[src/rtl/bps_pkg.sv]
// ----------------------------------------------------------------------------
// bps_pkg
// Shared types and constants for the byte pattern search block.
// ----------------------------------------------------------------------------
package bps_pkg;

   localparam int PATTERN_MAX_DEF   = 16;
   localparam int POSITION_BITS_DEF = 16;
   localparam int BYTE_W            = 8;
   localparam int OFFSET_W          = 16;

   typedef enum logic [0:0] {
      OP_PATTERN  = 1'b0,
      OP_HAYSTACK = 1'b1
   } op_type;

   typedef struct packed {
      op_type              operation;
      logic [BYTE_W-1:0]   data_byte;
      logic                last;
      logic [OFFSET_W-1:0] start_offset;
   } req_item_type;

endpackage

[src/rtl/bps_req_if.sv]
// ----------------------------------------------------------------------------
// bps_req_if
// Request channel: pattern and haystack bytes with valid/ready handshake.
// ----------------------------------------------------------------------------
interface bps_req_if;
   import bps_pkg::*;

   logic                valid;
   logic                ready;
   logic                operation;
   logic [BYTE_W-1:0]   data_byte;
   logic                last;
   logic [OFFSET_W-1:0] start_offset;

   modport source (output valid, operation, data_byte, last, start_offset, input ready);
   modport sink   (input valid, operation, data_byte, last, start_offset, output ready);

endinterface

[src/rtl/bps_rsp_if.sv]
// ----------------------------------------------------------------------------
// bps_rsp_if
// Response channel: search result with valid/ready handshake.
// ----------------------------------------------------------------------------
interface bps_rsp_if;
   import bps_pkg::*;

   logic                valid;
   logic                ready;
   logic                found;
   logic [OFFSET_W-1:0] position;

   modport source (output valid, found, position, input ready);
   modport sink   (input valid, found, position, output ready);

endinterface

[src/rtl/byte_pattern_search.sv]
// ----------------------------------------------------------------------------
// byte_pattern_search
// First occurrence of a loaded byte pattern in a byte stream.
// ----------------------------------------------------------------------------
// One byte is taken per cycle, pattern or haystack alike. The final haystack
// byte passes through the input register, then through the window compare
// into the result register. The compare of all PATTERN_MAX pattern lanes
// against the shifted window is parallel and combinational. A held result
// stalls the input only when the byte in the input register closes a
// haystack.
// ----------------------------------------------------------------------------
module byte_pattern_search #(
   parameter int PATTERN_MAX   = bps_pkg::PATTERN_MAX_DEF,
   parameter int POSITION_BITS = bps_pkg::POSITION_BITS_DEF
) (
   input logic        clock,
   input logic        reset,
   bps_req_if.sink    req_chan,
   bps_rsp_if.source  rsp_chan
);
   import bps_pkg::*;

   localparam int LEN_W = $clog2(PATTERN_MAX + 1);
   localparam int CNT_W = POSITION_BITS + 1;
   localparam int CMP_W = (CNT_W > OFFSET_W) ? CNT_W : OFFSET_W;

   req_item_type                         s1_item_ff;
   logic                                 s1_valid_ff, s1_valid_in;
   logic [PATTERN_MAX-1:0][BYTE_W-1:0]   pat_ff, pat_in;
   logic [PATTERN_MAX-1:0][BYTE_W-1:0]   win_ff, win_in, win_shift;
   logic [LEN_W-1:0]                     len_ff, len_in, len_base;
   logic                                 closed_ff, closed_in;
   logic [OFFSET_W-1:0]                  ss_ff, ss_in;
   logic [CNT_W-1:0]                     pos_ff, pos_in;
   logic                                 seen_ff, seen_in;
   logic [OFFSET_W-1:0]                  mpos_ff, mpos_in;
   logic                                 rsp_valid_ff, rsp_valid_in;
   logic                                 rsp_found_ff, rsp_found_in;
   logic [OFFSET_W-1:0]                  rsp_pos_ff, rsp_pos_in;
   logic                                 req_fire, s1_makes_rsp, s1_take, rsp_load;
   logic                                 pat_shift, hit;
   logic [CMP_W-1:0]                     n_ext, n_plus, len_ext, ss_ext, p_ext;

   bps_window_cmp #(
      .PATTERN_MAX (PATTERN_MAX),
      .LEN_W       (LEN_W)
   ) u_cmp (
      .pattern     (pat_ff),
      .window      (win_ff),
      .data_byte   (s1_item_ff.data_byte),
      .length      (len_ff),
      .window_next (win_shift),
      .hit         (hit)
   );

   // handshake
   assign req_fire       = req_chan.valid && req_chan.ready;
   assign s1_makes_rsp   = (s1_item_ff.operation == OP_HAYSTACK) && s1_item_ff.last;
   assign s1_take        = s1_valid_ff && (!rsp_valid_ff || rsp_chan.ready || !s1_makes_rsp);
   assign rsp_load       = s1_take && s1_makes_rsp;
   assign req_chan.ready = !s1_valid_ff || s1_take;

   assign rsp_chan.valid    = rsp_valid_ff;
   assign rsp_chan.found    = rsp_found_ff;
   assign rsp_chan.position = rsp_pos_ff;

   always_comb begin
      s1_valid_in  = req_fire ? 1'b1 : (s1_take ? 1'b0 : s1_valid_ff);
      rsp_valid_in = (rsp_valid_ff && !rsp_chan.ready) || rsp_load;
   end

   // search state update
   always_comb begin
      len_in       = len_ff;
      closed_in    = closed_ff;
      ss_in        = ss_ff;
      win_in       = win_ff;
      pos_in       = pos_ff;
      seen_in      = seen_ff;
      mpos_in      = mpos_ff;
      pat_shift    = 1'b0;
      rsp_found_in = rsp_found_ff;
      rsp_pos_in   = rsp_pos_ff;
      len_base     = closed_ff ? '0 : len_ff;
      n_ext        = CMP_W'(pos_ff);
      n_plus       = n_ext + CMP_W'(1);
      len_ext      = CMP_W'(len_ff);
      ss_ext       = CMP_W'(ss_ff);
      p_ext        = n_plus - len_ext;

      if (s1_take) begin
         if (s1_item_ff.operation == OP_PATTERN) begin
            closed_in = 1'b0;
            len_in    = len_base;
            if (len_base != LEN_W'(PATTERN_MAX)) begin
               pat_shift = 1'b1;
               len_in    = len_base + LEN_W'(1);
            end
            if (s1_item_ff.last) begin
               ss_in     = s1_item_ff.start_offset;
               closed_in = 1'b1;
            end
         end else begin
            win_in = win_shift;
            if (!pos_ff[POSITION_BITS]) begin
               if (!seen_ff) begin
                  if (len_ff == '0) begin
                     if (n_ext >= ss_ext) begin
                        seen_in = 1'b1;
                        mpos_in = ss_ff;
                     end
                  end else if ((n_plus >= len_ext) && (p_ext >= ss_ext) && hit) begin
                     seen_in = 1'b1;
                     mpos_in = p_ext[OFFSET_W-1:0];
                  end
               end
               pos_in = pos_ff + CNT_W'(1);
            end
            if (s1_item_ff.last) begin
               rsp_found_in = seen_in;
               rsp_pos_in   = seen_in ? mpos_in : '0;
               win_in       = '0;
               pos_in       = '0;
               seen_in      = 1'b0;
               mpos_in      = '0;
            end
         end
      end
   end

   always_comb begin
      pat_in = pat_ff;
      if (pat_shift) begin
         pat_in[0] = s1_item_ff.data_byte;
         for (int j = 1; j < PATTERN_MAX; j++) begin
            pat_in[j] = pat_ff[j-1];
         end
      end
   end

   always_ff @(posedge clock) begin
      if (reset) begin
         s1_valid_ff  <= 1'b0;
         rsp_valid_ff <= 1'b0;
         len_ff       <= '0;
         closed_ff    <= 1'b1;
         ss_ff        <= '0;
         win_ff       <= '0;
         pos_ff       <= '0;
         seen_ff      <= 1'b0;
         mpos_ff      <= '0;
      end else begin
         s1_valid_ff  <= s1_valid_in;
         rsp_valid_ff <= rsp_valid_in;
         len_ff       <= len_in;
         closed_ff    <= closed_in;
         ss_ff        <= ss_in;
         win_ff       <= win_in;
         pos_ff       <= pos_in;
         seen_ff      <= seen_in;
         mpos_ff      <= mpos_in;
      end
   end

   // payload registers
   always_ff @(posedge clock) begin
      pat_ff <= pat_in;
      if (req_fire) begin
         s1_item_ff.operation    <= op_type'(req_chan.operation);
         s1_item_ff.data_byte    <= req_chan.data_byte;
         s1_item_ff.last         <= req_chan.last;
         s1_item_ff.start_offset <= req_chan.start_offset;
      end
      if (rsp_load) begin
         rsp_found_ff <= rsp_found_in;
         rsp_pos_ff   <= rsp_pos_in;
      end
   end

`ifndef SYNTH
   a_len_bound: assert property (@(posedge clock) disable iff (reset)
      len_ff <= LEN_W'(PATTERN_MAX))
      else $error("pattern length above maximum");

   a_pos_bound: assert property (@(posedge clock) disable iff (reset)
      pos_ff[POSITION_BITS] |-> (pos_ff[POSITION_BITS-1:0] == '0))
      else $error("byte position past saturation");

   a_not_found_zero: assert property (@(posedge clock) disable iff (reset)
      (rsp_valid_ff && !rsp_found_ff) |-> (rsp_pos_ff == '0))
      else $error("position nonzero without match");

   a_clear_after_rsp: assert property (@(posedge clock) disable iff (reset)
      rsp_load |=> ((pos_ff == '0) && !seen_ff && (mpos_ff == '0)))
      else $error("haystack state not cleared after result");

   a_rsp_no_overrun: assert property (@(posedge clock) disable iff (reset)
      (rsp_valid_ff && !rsp_chan.ready) |-> !rsp_load)
      else $error("result overwritten while held");
`endif

endmodule

[src/rtl/bps_window_cmp.sv]
// ----------------------------------------------------------------------------
// bps_window_cmp
// Shift a haystack byte into the window and compare the aligned pattern
// against the newest bytes of the shifted window.
// ----------------------------------------------------------------------------
module bps_window_cmp #(
   parameter int PATTERN_MAX = bps_pkg::PATTERN_MAX_DEF,
   parameter int LEN_W       = $clog2(PATTERN_MAX + 1)
) (
   input  logic [PATTERN_MAX-1:0][bps_pkg::BYTE_W-1:0] pattern,
   input  logic [PATTERN_MAX-1:0][bps_pkg::BYTE_W-1:0] window,
   input  logic [bps_pkg::BYTE_W-1:0]                  data_byte,
   input  logic [LEN_W-1:0]                            length,
   output logic [PATTERN_MAX-1:0][bps_pkg::BYTE_W-1:0] window_next,
   output logic                                        hit
);
   import bps_pkg::*;

   logic [PATTERN_MAX-1:0] lane_ok;

   always_comb begin
      window_next[0] = data_byte;
      for (int j = 1; j < PATTERN_MAX; j++) begin
         window_next[j] = window[j-1];
      end
      for (int j = 0; j < PATTERN_MAX; j++) begin
         lane_ok[j] = (LEN_W'(j) >= length) || (pattern[j] == window_next[j]);
      end
   end

   assign hit = &lane_ok;

endmodule

[src/flat_wrapper.sv]
// flat-port wrapper written by rule: the top's interface ports become plain ports
module byte_pattern_search_flat import bps_pkg::*;
#(
   parameter int PATTERN_MAX   = bps_pkg::PATTERN_MAX_DEF,
   parameter int POSITION_BITS = bps_pkg::POSITION_BITS_DEF
)
  (clock, reset, req_chan_valid, req_chan_operation, req_chan_data_byte, req_chan_last, req_chan_start_offset, req_chan_ready, rsp_chan_valid, rsp_chan_found, rsp_chan_position, rsp_chan_ready);
  bps_req_if req_chan_i ();
  bps_rsp_if rsp_chan_i ();
  input logic clock;
  input logic reset;
  input wire logic [$bits(req_chan_i.valid)-1:0] req_chan_valid;
  input wire logic [$bits(req_chan_i.operation)-1:0] req_chan_operation;
  input wire logic [$bits(req_chan_i.data_byte)-1:0] req_chan_data_byte;
  input wire logic [$bits(req_chan_i.last)-1:0] req_chan_last;
  input wire logic [$bits(req_chan_i.start_offset)-1:0] req_chan_start_offset;
  output wire logic [$bits(req_chan_i.ready)-1:0] req_chan_ready;
  output wire logic [$bits(rsp_chan_i.valid)-1:0] rsp_chan_valid;
  output wire logic [$bits(rsp_chan_i.found)-1:0] rsp_chan_found;
  output wire logic [$bits(rsp_chan_i.position)-1:0] rsp_chan_position;
  input wire logic [$bits(rsp_chan_i.ready)-1:0] rsp_chan_ready;
  assign req_chan_i.valid = req_chan_valid;
  assign req_chan_i.operation = req_chan_operation;
  assign req_chan_i.data_byte = req_chan_data_byte;
  assign req_chan_i.last = req_chan_last;
  assign req_chan_i.start_offset = req_chan_start_offset;
  assign req_chan_ready = req_chan_i.ready;
  assign rsp_chan_valid = rsp_chan_i.valid;
  assign rsp_chan_found = rsp_chan_i.found;
  assign rsp_chan_position = rsp_chan_i.position;
  assign rsp_chan_i.ready = rsp_chan_ready;
  byte_pattern_search #(.PATTERN_MAX(PATTERN_MAX), .POSITION_BITS(POSITION_BITS)) u_core (.clock(clock), .reset(reset), .req_chan(req_chan_i), .rsp_chan(rsp_chan_i));
endmodule
[config.mk]
export PLATFORM = sky130hd
export DESIGN_NAME = byte_pattern_search_flat
export DESIGN_NICKNAME = d
export VERILOG_FILES = /design/src/rtl/bps_pkg.sv /design/src/rtl/bps_req_if.sv /design/src/rtl/bps_rsp_if.sv /design/src/rtl/byte_pattern_search.sv /design/src/rtl/bps_window_cmp.sv /design/src/flat_wrapper.sv
export SDC_FILE = /design/constraint.sdc
export NUM_CORES = 1
export LEC_CHECK = 0
export BUFFER_PORTS_ARGS = -buffer_cell sky130_fd_sc_hd__buf_2
export CORE_MARGIN = 8
export CORE_UTILIZATION = 47
export DETAILED_ROUTE_END_ITERATION = 8
export GPL_TIMING_DRIVEN = 0
export PLACE_DENSITY_LB_ADDON = 0.08
export SYNTH_ARGS = -nofsm -noshare
export SYNTH_HDL_FRONTEND = slang
export SYNTH_SLANG_ARGS = --single-unit
[constraint.sdc]
create_clock -name clock -period 24.9 [get_ports clock]
set_clock_uncertainty 0.1 [all_clocks]
set_input_delay 1.245 -clock clock [delete_from_list [all_inputs] [get_ports clock]]
set_output_delay 1.245 -clock clock [all_outputs]
set_load 0.01 [all_outputs]
==> impl_metrics.py, run 1 <==
metrics = {
    "grt": {
        "grt_pass1_wl_um": 65000,
        "grtUsageTotal_pct": 19.9,
        "grt_max_degree": 27,
        "antenna_found_initial": 0,
        "grt_remaining_overflow": 0,
        "grt_pass1_vias": 11400,
    },
    "finish": {
        "ff_latch_area_mm2": 0.00870,
        "num-nets-final": 1707,
        "diodes": 0,
        "fin_util_pct": 54.3,
        "design_area_mm2": 0.0183,
        "drive_above_1_share_pct": 8.23,
        "multi_input_area_mm2": 0.00687,
        "syn2layout_area_growth_pct": 13.6,
        "fillers": 3019,
    },
    "worst_setup_path": {
        "worst_r2r_path_depth": 23,
        "critPathKind": "flip-flop to flip-flop",
        "r2r_start": "u_core.n_ext[0]",
        "required_ns": 25.05,
        "arrival_ns": 6.64,
        "cp_max_fo": 10,
        "rrSetupSlack_ns": 18.41,
        "start_kind": "flip-flop",
        "reg2reg_to": "u_core.rsp_chan.position[12]",
        "crit_end": "u_core.rsp_chan.position[12]",
        "cp-startpoint": "u_core.n_ext[0]",
        "worstSetupEndpointType": "flip-flop",
    },
    "routing": {
        "drt_iter0_drc": 864,
        "via_per_inst": 5.60,
        "drc_errors": 0,
        "routedWlPerCell_um": 19.5,
        "antenna_left": 0,
        "num_vias": 11800,
        "totalWireLength_um": 41300,
        "drt_pass1_iterations": 7,
    },
    "synth": {
        "synth_top_family_by_area": "simple AND/OR/NAND/NOR gates",
        "synth-compound-area-share_pct": 12.5,
        "avgSynthCellArea_um2": 10.4,
        "synth_cell_types": 77,
        "seq_area_frac_synth_pct": 54.1,
        "synthesis.nets": 1612,
        "netlist_top_cells_area": "edfxtp_1, dfxtp_1, nor3b_1",
        "synth-edff-count": 171,
        "synth-xor-area-share_pct": 8.34,
        "yosysMostFrequentCell": "nor2_1",
        "synth_common_cells": "nor2_1, dfxtp_1, a21oi_1",
        "netlist_area_mm2": 0.0161,
        "synth_seq_cells": 349,
        "syn-instance-count": 1540,
        "yosysTopAreaCell": "edfxtp_1",
        "async_flop_share_pct": 0,
        "yosys.area_share.adder_pct": 3.32,
        "synth-simple-area-share_pct": 17.7,
        "synthMuxAreaShare_pct": 0.825,
        "synth_warnings": 0,
        "ys.flop_type": "dfxtp_1",
        "synth_top_area_share_pct": 31.9,
    },
    "floorplan": {
        "core_area_mm2": 0.0336,
        "placementRows": 67,
        "dieArea_mm2": 0.0404,
        "start_util_pct": 47.8,
        "io_pins": 49,
        "die_x_um": 201,
        "die_y_um": 201,
    },
    "sta": {
        "maxSlewHeadroom_pct": 27.5,
        "setup_tns_ns": 0,
        "worst_pin_slew_ns": 1.09,
        "min_period_ns": 6.49,
        "fmax_mhz": 154,
        "rsz0062_at_grt": "false",
        "hold_violations": 0,
        "slew_viol_final": 0,
        "fin_crit_sh_pct": 26.1,
        "setup_viol": 0,
    },
    "place": {
        "place.gp.congestion": 0.921,
        "port_buffers": 48,
        "dp_hpwl_um": 30100,
        "place_area_mm2": 0.0171,
    },
    "clocking": {
        "cts.sinks": 349,
        "htreeDepth": 2,
        "clkLatencyLatePin_ns": 0.54,
        "clkTransAtPathRegs_ns": 0.06,
        "clock-root-buffer": "clkbuf_16",
        "cts_made_buffers": 38,
        "postCtsHoldBufs": 0,
        "cts_setup_buffers": 0,
        "cts_resized": 0,
        "max-clock-path-buffers": 3,
        "cts_tree": "done",
    },
    "run_status": {
        "status": "finished, final reports clean",
    },
    "pwr": {
        "ir_drop_mv": 0.0574,
        "power_leakage_nw": 6.43,
        "powerDensity_mw_per_mm2": 69.3,
        "power_mw": 1.27,
    },
    "hold_path": {
        "hold_start": "u_core.ss_ff[3]",
        "hold_path_class": "flip-flop to flip-flop",
    },
    "job": {
        "maxCapViolations": 0,
    },
}
## routing by layer
| layer | vias up | global-route usage [%] | wire, um |
|---|---|---|---|
| met5 | - | 0 | 0 |
| met4 | 0 | 4.13 | 564 |
| met3 | 42 | 3.71 | 2890 |
| met2 | 350 | 30.7 | 18100 |
| met1 | 5695 | 28.7 | 19700 |
| li1 | 5746 | - | - |
## layout by cell type (no fill, tap or decap), types with 5 or more instances in the layout
master     instances
xnor2_1           83
xor2_1            70
clkbuf_1          94
o22a_1             5
nand3_1           20
and3_1             6
nor3_1            14
edfxtp_1         171
a22oi_1            7
a21oi_1          177
nand2_1           77
o21ai_0           30
dfxtp_1          178
a211oi_1          14
nand4_1           28
ha_1              41
o32ai_1            5
nor4_1            24
inv_1             36
clkbuf_16         38
nor2b_1           10
mux2i_1           11
a31oi_1            8
o22ai_1            7
or3_1              5
nor3b_1          120
buf_2             52
and2_1            10
nor2_1           188
a21o_1            13
## state kept, by name, indices dropped and copies added (netlist names)
name / count
u_core.closed_ff: 1
u_core.len_ff: 5
u_core.mpos_ff: 16
u_core.n_ext: 17
u_core.pat_ff: 128
u_core.rsp_chan.found: 1
u_core.rsp_chan.position: 16
u_core.rsp_chan.valid: 1
u_core.s1_item_ff: 26
u_core.s1_valid_ff: 1
u_core.seen_ff: 1
u_core.ss_ff: 16
u_core.win_ff: 120
## worst min-delay path by stage
| stage | endpoint | cells past startpoint |
|---|---|---|
| floorplan | u_core.ss_ff[10] | 2 |
| global placement | u_core.ss_ff[7] | 2 |
| detailed placement | u_core.ss_ff[4] | 2 |
| CTS | u_core.ss_ff[4] | 2 |
| global route | u_core.pat_ff[104] | 0 |
| finish | u_core.ss_ff[3] | 2 |
## power breakdown
group	internal [mW]	switching, mW
logic	0.0315	0.0603
clock network	0.325	0.229
registers	0.613	0.00725
## worst max-delay path, cell delays in order, from the launching register on
cell	delay, ns
dfxtp_1	0.51
ha_1	0.38
nand3_1	0.35
xnor2_1	0.37
ha_1	0.33
o21a_1	0.12
o31a_1	0.11
nor2_1	0.45
nand2_1	0.13
xnor2_1	0.16
mux2i_1	0.17
xor2_1	0.43
ha_1	0.35
a211oi_1	0.21
nor2_1	0.07
a2111oi_0	0.36
o21ai_0	0.15
nand4_1	0.14
or4b_1	0.48
buf_6	0.18
nand2_8	0.07
a21bo_2	0.21
buf_2	0.27
a221oi_1	0.10
## layout make-up
type	instances	share of cell area (%)
flip-flops and latches	349	47.6
multi-input cells	1062	37.6
clock buffers	54	5.70
well taps	448	3.07
repair buffers	55	2.15
plain buffers	92	2.13
clock inverters	16	0.973
inverters	37	0.760
## cell families (layout without fill, tap and decap cells)
family / Yosys count / count (layout)
flops: 349 / 349
compound gates: 324 / 324
buf+inv: 129 / 254
fa+ha+maj: 42 / 42
xor+xnor: 153 / 153
mux: 13 / 13
simple gates: 530 / 530
## per-stage QoR
| step | worst slack, ns | hold WS, ns | instances |
|---|---|---|---|
| 2_1_floorplan | 15.98 | 0.336 | 1540 |
| 3_3_place_gp | 11.84 | 0.346 | 2036 |
| 3_5_place_dp | 18.55 | 0.354 | 2043 |
| 4_1_cts | 18.54 | 0.361 | 2113 |
| 5_1_grt | 17.96 | 0.367 | 2113 |
| 6_report | 18.41 | 0.359 | 2113 |
(Power assumes the default switching activity.)
==> run 2: changes to the inputs <==
ABC_AREA = 1   (was unset)
clock period = 5.9 ns   (was 24.9 ns; I/O delays follow)
==> run 2 against run 1 <==
Non-clock buffer count is 4 lower. Via count is 4.2% higher. Clock power rose to 4.1 times the previous value. Sequential cell count unchanged. Die area grew 1.5%. First-iteration DRC count is 7.8% higher. Cell count increased by 15%. Worst setup slack got worse by 17 ns. Maximum frequency rose by 31%. Routed wire length fell by 6.5%. Global-route usage decreased by 1.1 points. Critical path type unchanged.
==> impl_metrics.py, run 2 <==
metrics = {
    "floorplan": {
        "start_util_pct": 47.5,
        "placementRows": 68,
        "die_x_um": 202,
        "io_pins": 49,
        "die_y_um": 202,
        "core_area_mm2": 0.0344,
        "dieArea_mm2": 0.0410,
    },
    "clocking": {
        "cts_setup_buffers": 0,
        "htreeDepth": 2,
        "cts_made_buffers": 38,
        "clkTransAtPathRegs_ns": 0.06,
        "postCtsHoldBufs": 27,
        "cts_tree": "done",
        "max-clock-path-buffers": 3,
        "clkLatencyLatePin_ns": 0.53,
        "cts_resized": 0,
        "clock-root-buffer": "clkbuf_16",
        "cts.sinks": 349,
    },
    "synth": {
        "synth_top_area_share_pct": 31.4,
        "synth-simple-area-share_pct": 23.5,
        "synth_warnings": 0,
        "avgSynthCellArea_um2": 8.90,
        "yosys.area_share.adder_pct": 3.26,
        "netlist_top_cells_area": "edfxtp_1, dfxtp_1, nand2_1",
        "synth_cell_types": 49,
        "yosysTopAreaCell": "edfxtp_1",
        "synth_top_family_by_area": "simple AND/OR/NAND/NOR gates",
        "synth-edff-count": 171,
        "synthesis.nets": 1909,
        "ys.flop_type": "dfxtp_1",
        "synthMuxAreaShare_pct": 0,
        "netlist_area_mm2": 0.0163,
        "yosysMostFrequentCell": "nand2_1",
        "synth-compound-area-share_pct": 9.16,
        "synth_seq_cells": 349,
        "seq_area_frac_synth_pct": 53.2,
        "synth-xor-area-share_pct": 5.79,
        "synth_common_cells": "nand2_1, a21oi_1, dfxtp_1",
        "syn-instance-count": 1837,
        "async_flop_share_pct": 0,
    },
    "finish": {
        "syn2layout_area_growth_pct": 14.0,
        "final_cells": 2438,
        "fin_util_pct": 54.2,
        "num-nets-final": 2024,
        "final_common_cell": "nand2_1",
        "fillers": 3185,
        "mostFrequentLayoutCells": "nand2_1, a21oi_1, dfxtp_1, edfxtp_1, inv_1",
        "drive_above_1_share_pct": 10.4,
        "largest_reg_flops": 128,
        "regMostFlops": "u_core.pat_ff",
        "top_regs": "u_core.pat_ff (128), u_core.win_ff (120), u_core.s1_item_ff (26)",
    },
    "pwr": {
        "powerDensity_mw_per_mm2": 289,
        "ir_drop_mv": 0.262,
        "power_leakage_nw": 6.77,
    },
    "worst_setup_path": {
        "crit_path_top_delay_cell": "dfxtp_1",
        "crit_buf_inv": 1,
        "worstSetupEndpointType": "flip-flop",
        "required_ns": 6.06,
        "max_stage_delay_ns": 0.44,
        "start_kind": "flip-flop",
        "cp_max_fo": 10,
        "r2r_start": "u_core.n_ext[1]",
        "worst_r2r_path_depth": 25,
        "rrSetupSlack_ns": 0.94,
        "reg2reg_to": "u_core.rsp_chan.position[8]",
        "critical_path.top_delay_family": "simple AND/OR/NAND/NOR gates",
        "arrival_ns": 5.11,
        "crit_top_cell": "nand2_1",
        "critPathKind": "flip-flop to flip-flop",
    },
    "sta": {
        "worst_pin_slew_ns": 1.12,
        "hold_violations": 0,
        "maxSlewHeadroom_pct": 25.3,
        "min_period_ns": 4.96,
        "rsz0062_at_grt": "false",
        "finalWorstSetupSlack_ns": 0.944,
        "fmax_mhz": 202,
        "setup_viol": 0,
        "fin_crit_sh_pct": 84.0,
        "setup_tns_ns": 0,
        "slew_viol_final": 0,
    },
    "routing": {
        "routedWlPerCell_um": 15.8,
        "drc_errors": 0,
        "totalWireLength_um": 38600,
        "num_vias": 12300,
        "antenna_left": 0,
        "drt_iter0_drc": 931,
        "via_per_inst": 5.06,
        "drt_pass1_iterations": 5,
    },
    "hold_path": {
        "hold_path_class": "input pin to flip-flop",
        "holdPathEnd": "u_core.s1_valid_ff",
        "hold_start": "rsp_chan_ready",
        "whs_path_depth": 4,
    },
    "job": {
        "maxCapViolations": 0,
    },
    "grt": {
        "antenna_found_initial": 1,
        "grt_pass1_wl_um": 62400,
        "grtUsageTotal_pct": 18.7,
        "grt_max_degree": 95,
        "grt_pass1_vias": 11900,
        "grt_remaining_overflow": 0,
    },
    "place": {
        "port_buffers": 47,
        "dp_hpwl_um": 28100,
        "pre_cts_ws_ns": 1.08,
        "place.gp.congestion": 0.864,
        "dp.cells": 2340,
    },
    "run_status": {
        "status": "finished, final reports clean",
    },
}
## run 2: changes by cell type after synthesis, moves of 16 or more
cell      previous run  this run
nor4_1              24         1
nand3_2              0        16
nand2_1             77       576
nor2_1             189        77
inv_1               36       134
nand2_2              0        27
xor2_1              70        13
nor3b_1            120         0
nand3_1             20        45
clkbuf_1            81        60
a21oi_1            177       218
## run 2: power breakdown
part | total, mW | switching, mW | internal (mW)
sequential | 2.63 | 0.0337 | 2.59
combinational | 0.502 | 0.329 | 0.173
clock | 2.26 | 0.945 | 1.32
## run 2: worst max-delay path by stage
| stage | end | start | depth (start not counted) |
|---|---|---|---|
| 2_1_floorplan | u_core.pat_ff[0] | u_core.len_ff[1] | 7 |
| 3_3_place_gp | u_core.pat_ff[18] | u_core.s1_item_ff[16] | 7 |
| 3_5_place_dp | u_core.rsp_chan.position[8] | u_core.n_ext[1] | 23 |
| 4_1_cts | u_core.rsp_chan.position[8] | u_core.n_ext[1] | 23 |
| 5_1_grt | u_core.rsp_chan.position[8] | u_core.n_ext[1] | 26 |
| 6_report | u_core.rsp_chan.position[8] | u_core.n_ext[1] | 25 |
## run 2: logic make-up after synthesis
group / count (synthesis)
simple gates: 851
flops: 349
compound gates: 281
buf+inv: 206
xor+xnor: 108
fa+ha+maj: 42
## run 2: through the flow
| step | hold slack [ns] | power [mW] | instance area [um^2] |
|---|---|---|---|
| floorplan | 0.294 | 3.02 | 16300 |
| global placement | 0.332 | 3.16 | 17100 |
| detailed placement | 0.335 | 3.16 | 17200 |
| CTS | 0.0262 | 5.45 | 18600 |
| global route | 0.0872 | 5.60 | 18600 |
| finish | 0.0613 | 5.39 | 18600 |
## run 2: cell type report
class,instances,area [um^2],area share (%)
buffer,68,302,1.62
inverter,138,524,2.81
tap,455,569,3.06
timing repair buffer,75,533,2.86
sequential,349,8700,46.7
clock inverter,9,87.6,0.470
antenna,1,2.50,0.0134
clock buffer,61,1090,5.84
multi-input combinational,1282,6820,36.6
## run 2: worst register-to-register path, stage by stage (launching register included)
cell and delay [ns]:
dfxtp_1 0.44, ha_1 0.29, xor2_1 0.13, ha_1 0.38
nand2_1 0.07, o21ai_0 0.29, nand2_1 0.10, a21oi_1 0.39
nor2_1 0.18, xor2_1 0.42, ha_1 0.33, nand2_1 0.06
nor2_1 0.06, nand3b_1 0.08, nand3_1 0.08, nand2_1 0.06
nand2_1 0.04, nand2_1 0.06, nand2_1 0.05, nand2_1 0.11
nand3_4 0.16, nand3_4 0.17, nand2_2 0.09, a21oi_4 0.27
buf_6 0.20, a21oi_1 0.08
## run 2: per-layer routing
layer	track usage [%]	part of all wire, %
met5	0	0
met4	4.97	2.0
met3	2.33	4.3
met2	30.5	46
met1	26.1	48
==> run 3: changes to the inputs <==
clock period = 5 ns   (was 5.9 ns; I/O delays follow)
==> run 3 against run 2 <==
Cell count up 0.21%. Core utilization grew 0.31 points. Register-to-register slack got worse by 0.65 ns. Non-clock buffer count increased by 5. Cell area up 0.56%. First-iteration DRC count decreased by 0.64%. Combinational power grew 21%. Clock-buffer cell count unchanged. Largest cell class unchanged. Largest power group unchanged.
==> impl_metrics.py, run 3 (synthesized netlist as in run 2, its figures left out) <==
metrics = {
    "clocking": {
        "clkLatencyLatePin_ns": 0.53,
        "clock-root-buffer": "clkbuf_16",
        "cts_tree": "done",
        "htreeDepth": 2,
        "max-clock-path-buffers": 3,
        "clkTransAtPathRegs_ns": 0.06,
        "cts.sinks": 349,
        "cts_made_buffers": 38,
    },
    "finish": {
        "design_area_mm2": 0.0187,
        "final_common_cell": "nand2_1",
        "syn2layout_area_growth_pct": 14.6,
        "regMostFlops": "u_core.pat_ff",
        "mostFrequentLayoutCells": "nand2_1, a21oi_1, dfxtp_1, edfxtp_1, inv_1",
        "largest_reg_flops": 128,
        "num-nets-final": 2029,
        "top_regs": "u_core.pat_ff (128), u_core.win_ff (120), u_core.s1_item_ff (26)",
        "drive_above_1_share_pct": 11.2,
        "fillers": 3173,
        "fin_util_pct": 54.5,
    },
    "floorplan": {
        "die_y_um": 202,
        "start_util_pct": 47.5,
        "core_area_mm2": 0.0344,
        "io_pins": 49,
        "die_x_um": 202,
        "placementRows": 68,
        "dieArea_mm2": 0.0410,
    },
    "run_status": {
        "status": "finished, final reports clean",
    },
    "sta": {
        "worst_pin_slew_ns": 1.14,
        "maxSlewHeadroom_pct": 23.9,
        "slew_viol_final": 0,
        "fmax_mhz": 213,
        "setup_viol": 0,
        "min_period_ns": 4.70,
        "fin_crit_sh_pct": 94.1,
        "setup_tns_ns": 0,
        "hold_violations": 0,
        "holdWs_ns": 0.0419,
    },
    "routing": {
        "antenna_left": 0,
        "routedWlPerCell_um": 15.8,
        "drc_errors": 0,
        "num_vias": 12300,
        "drt_pass1_iterations": 5,
        "totalWireLength_um": 38600,
        "via_per_inst": 5.04,
        "drt_iter0_drc": 925,
    },
    "worst_setup_path": {
        "max_stage_delay_ns": 0.52,
        "crit_buf_inv": 2,
        "start_kind": "flip-flop",
        "crit_path_top_delay_cell": "dfxtp_1",
        "required_ns": 5.16,
        "critPathKind": "flip-flop to flip-flop",
        "cp_max_fo": 10,
        "crit_top_cell": "nand2_1",
        "worstSetupEndpointType": "flip-flop",
        "cp_cell_sequence": "inv_1, ha_1, nand2_1, o21ai_0, nand2_1, a21oi_2, nor2_4, nand2_1, xor2_1, ha_1, nand2_1, nor2_1, and3_1, a31oi_1, nand2_1, nand2_1, nand3_4, nand3_4, nand2_2, a21oi_4, buf_6, a21oi_1",
        "critical_path.top_delay_family": "simple AND/OR/NAND/NOR gates",
        "arrival_ns": 4.86,
    },
    "grt": {
        "grt_remaining_overflow": 0,
        "grtUsageTotal_pct": 18.7,
        "grt_pass1_vias": 11900,
        "grt_pass1_wl_um": 62500,
        "grt_max_degree": 95,
        "antenna_found_initial": 1,
    },
    "place": {
        "place_area_mm2": 0.0172,
        "port_buffers": 47,
        "dp_hpwl_um": 28100,
        "place.gp.congestion": 0.864,
    },
    "pwr": {
        "ir_drop_mv": 0.311,
        "power_leakage_nw": 6.80,
        "powerDensity_mw_per_mm2": 340,
        "power_mw": 6.37,
    },
    "job": {
        "maxCapViolations": 0,
    },
    "hold_path": {
        "hold_path_class": "input pin to flip-flop",
    },
}
## run 3: cell count changes in the layout (fill, tap and decap cells not counted)
cell           delta
ha_4              +1
dfxtp_2           +3
ha_1              -1
dfxtp_1           -3
a21oi_1           -1
xor2_1            -6
a21oi_2           +1
xor2_2            +6
buf_4             +4
dlygate4sd3_1     +1
## run 3: worst reg2reg max path, delay by kind of cell, from the launching register on
kind            cells  cell delay, ns
simple gates       12            1.22
xor+xnor            1            0.43
buf+inv             2            0.43
flops               1            0.52
compound gates      5            1.05
fa+ha+maj           2            0.68
## run 3: timing repair
item,in CTS,in global routing
resized for setup,0,12
setup buffers,0,4
hold endpoints to repair,27,0
hold buffers,28,0
endpoints found under the setup margin,0,28
## run 3: metal layers
layer | track usage, % | share of wire, % | vias up
li1 | - | - | 6278
met1 | 26.1 | 47 | 5755
met2 | 30.5 | 46 | 235
met3 | 2.33 | 4.6 | 52
met4 | 4.97 | 2.0 | 0
met5 | 0 | 0 | -
## run 3: worst paths after layout
kind,cells past startpoint,from,slack (ns),endpoint
hold / removal,4,rsp_chan_ready,0.04,u_core.rsp_chan.valid
setup / recovery,22,u_core.len_ff[1],0.30,u_core.rsp_chan.position[8]
hold reg to reg,0,u_core.pat_ff[62],0.34,u_core.pat_ff[70]
setup reg to reg,22,u_core.len_ff[1],0.30,u_core.rsp_chan.position[8]
## run 3: through the flow
stage / instances / worst slack, ns
after floorplan: 1837 / 0.798
after global placement: 2339 / -0.883
after detailed placement: 2340 / 0.178
after CTS: 2438 / 0.149
after global routing: 2443 / -0.00806
final: 2443 / 0.297
## run 3: final cells by class
| class | instances | area, um^2 | share of cell area [%] |
|---|---|---|---|
| Clock buffer | 61 | 1090 | 5.81 |
| Timing Repair Buffer | 80 | 573 | 3.06 |
| Multi-Input combinational cell | 1282 | 6890 | 36.8 |
| Inverter | 138 | 524 | 2.80 |
| Buffer | 68 | 302 | 1.61 |
| Clock inverter | 9 | 87.6 | 0.468 |
| Tap cell | 455 | 569 | 3.04 |
| Sequential cell | 349 | 8700 | 46.5 |
| Antenna cell | 1 | 2.50 | 0.0134 |
## run 3: power breakdown
part           internal [mW]  switching (mW)  total, mW  leakage, nW
registers               3.06          0.0400       3.10         3.02
clock network           1.55            1.11       2.67        0.574
logic                  0.216           0.392      0.608         3.20
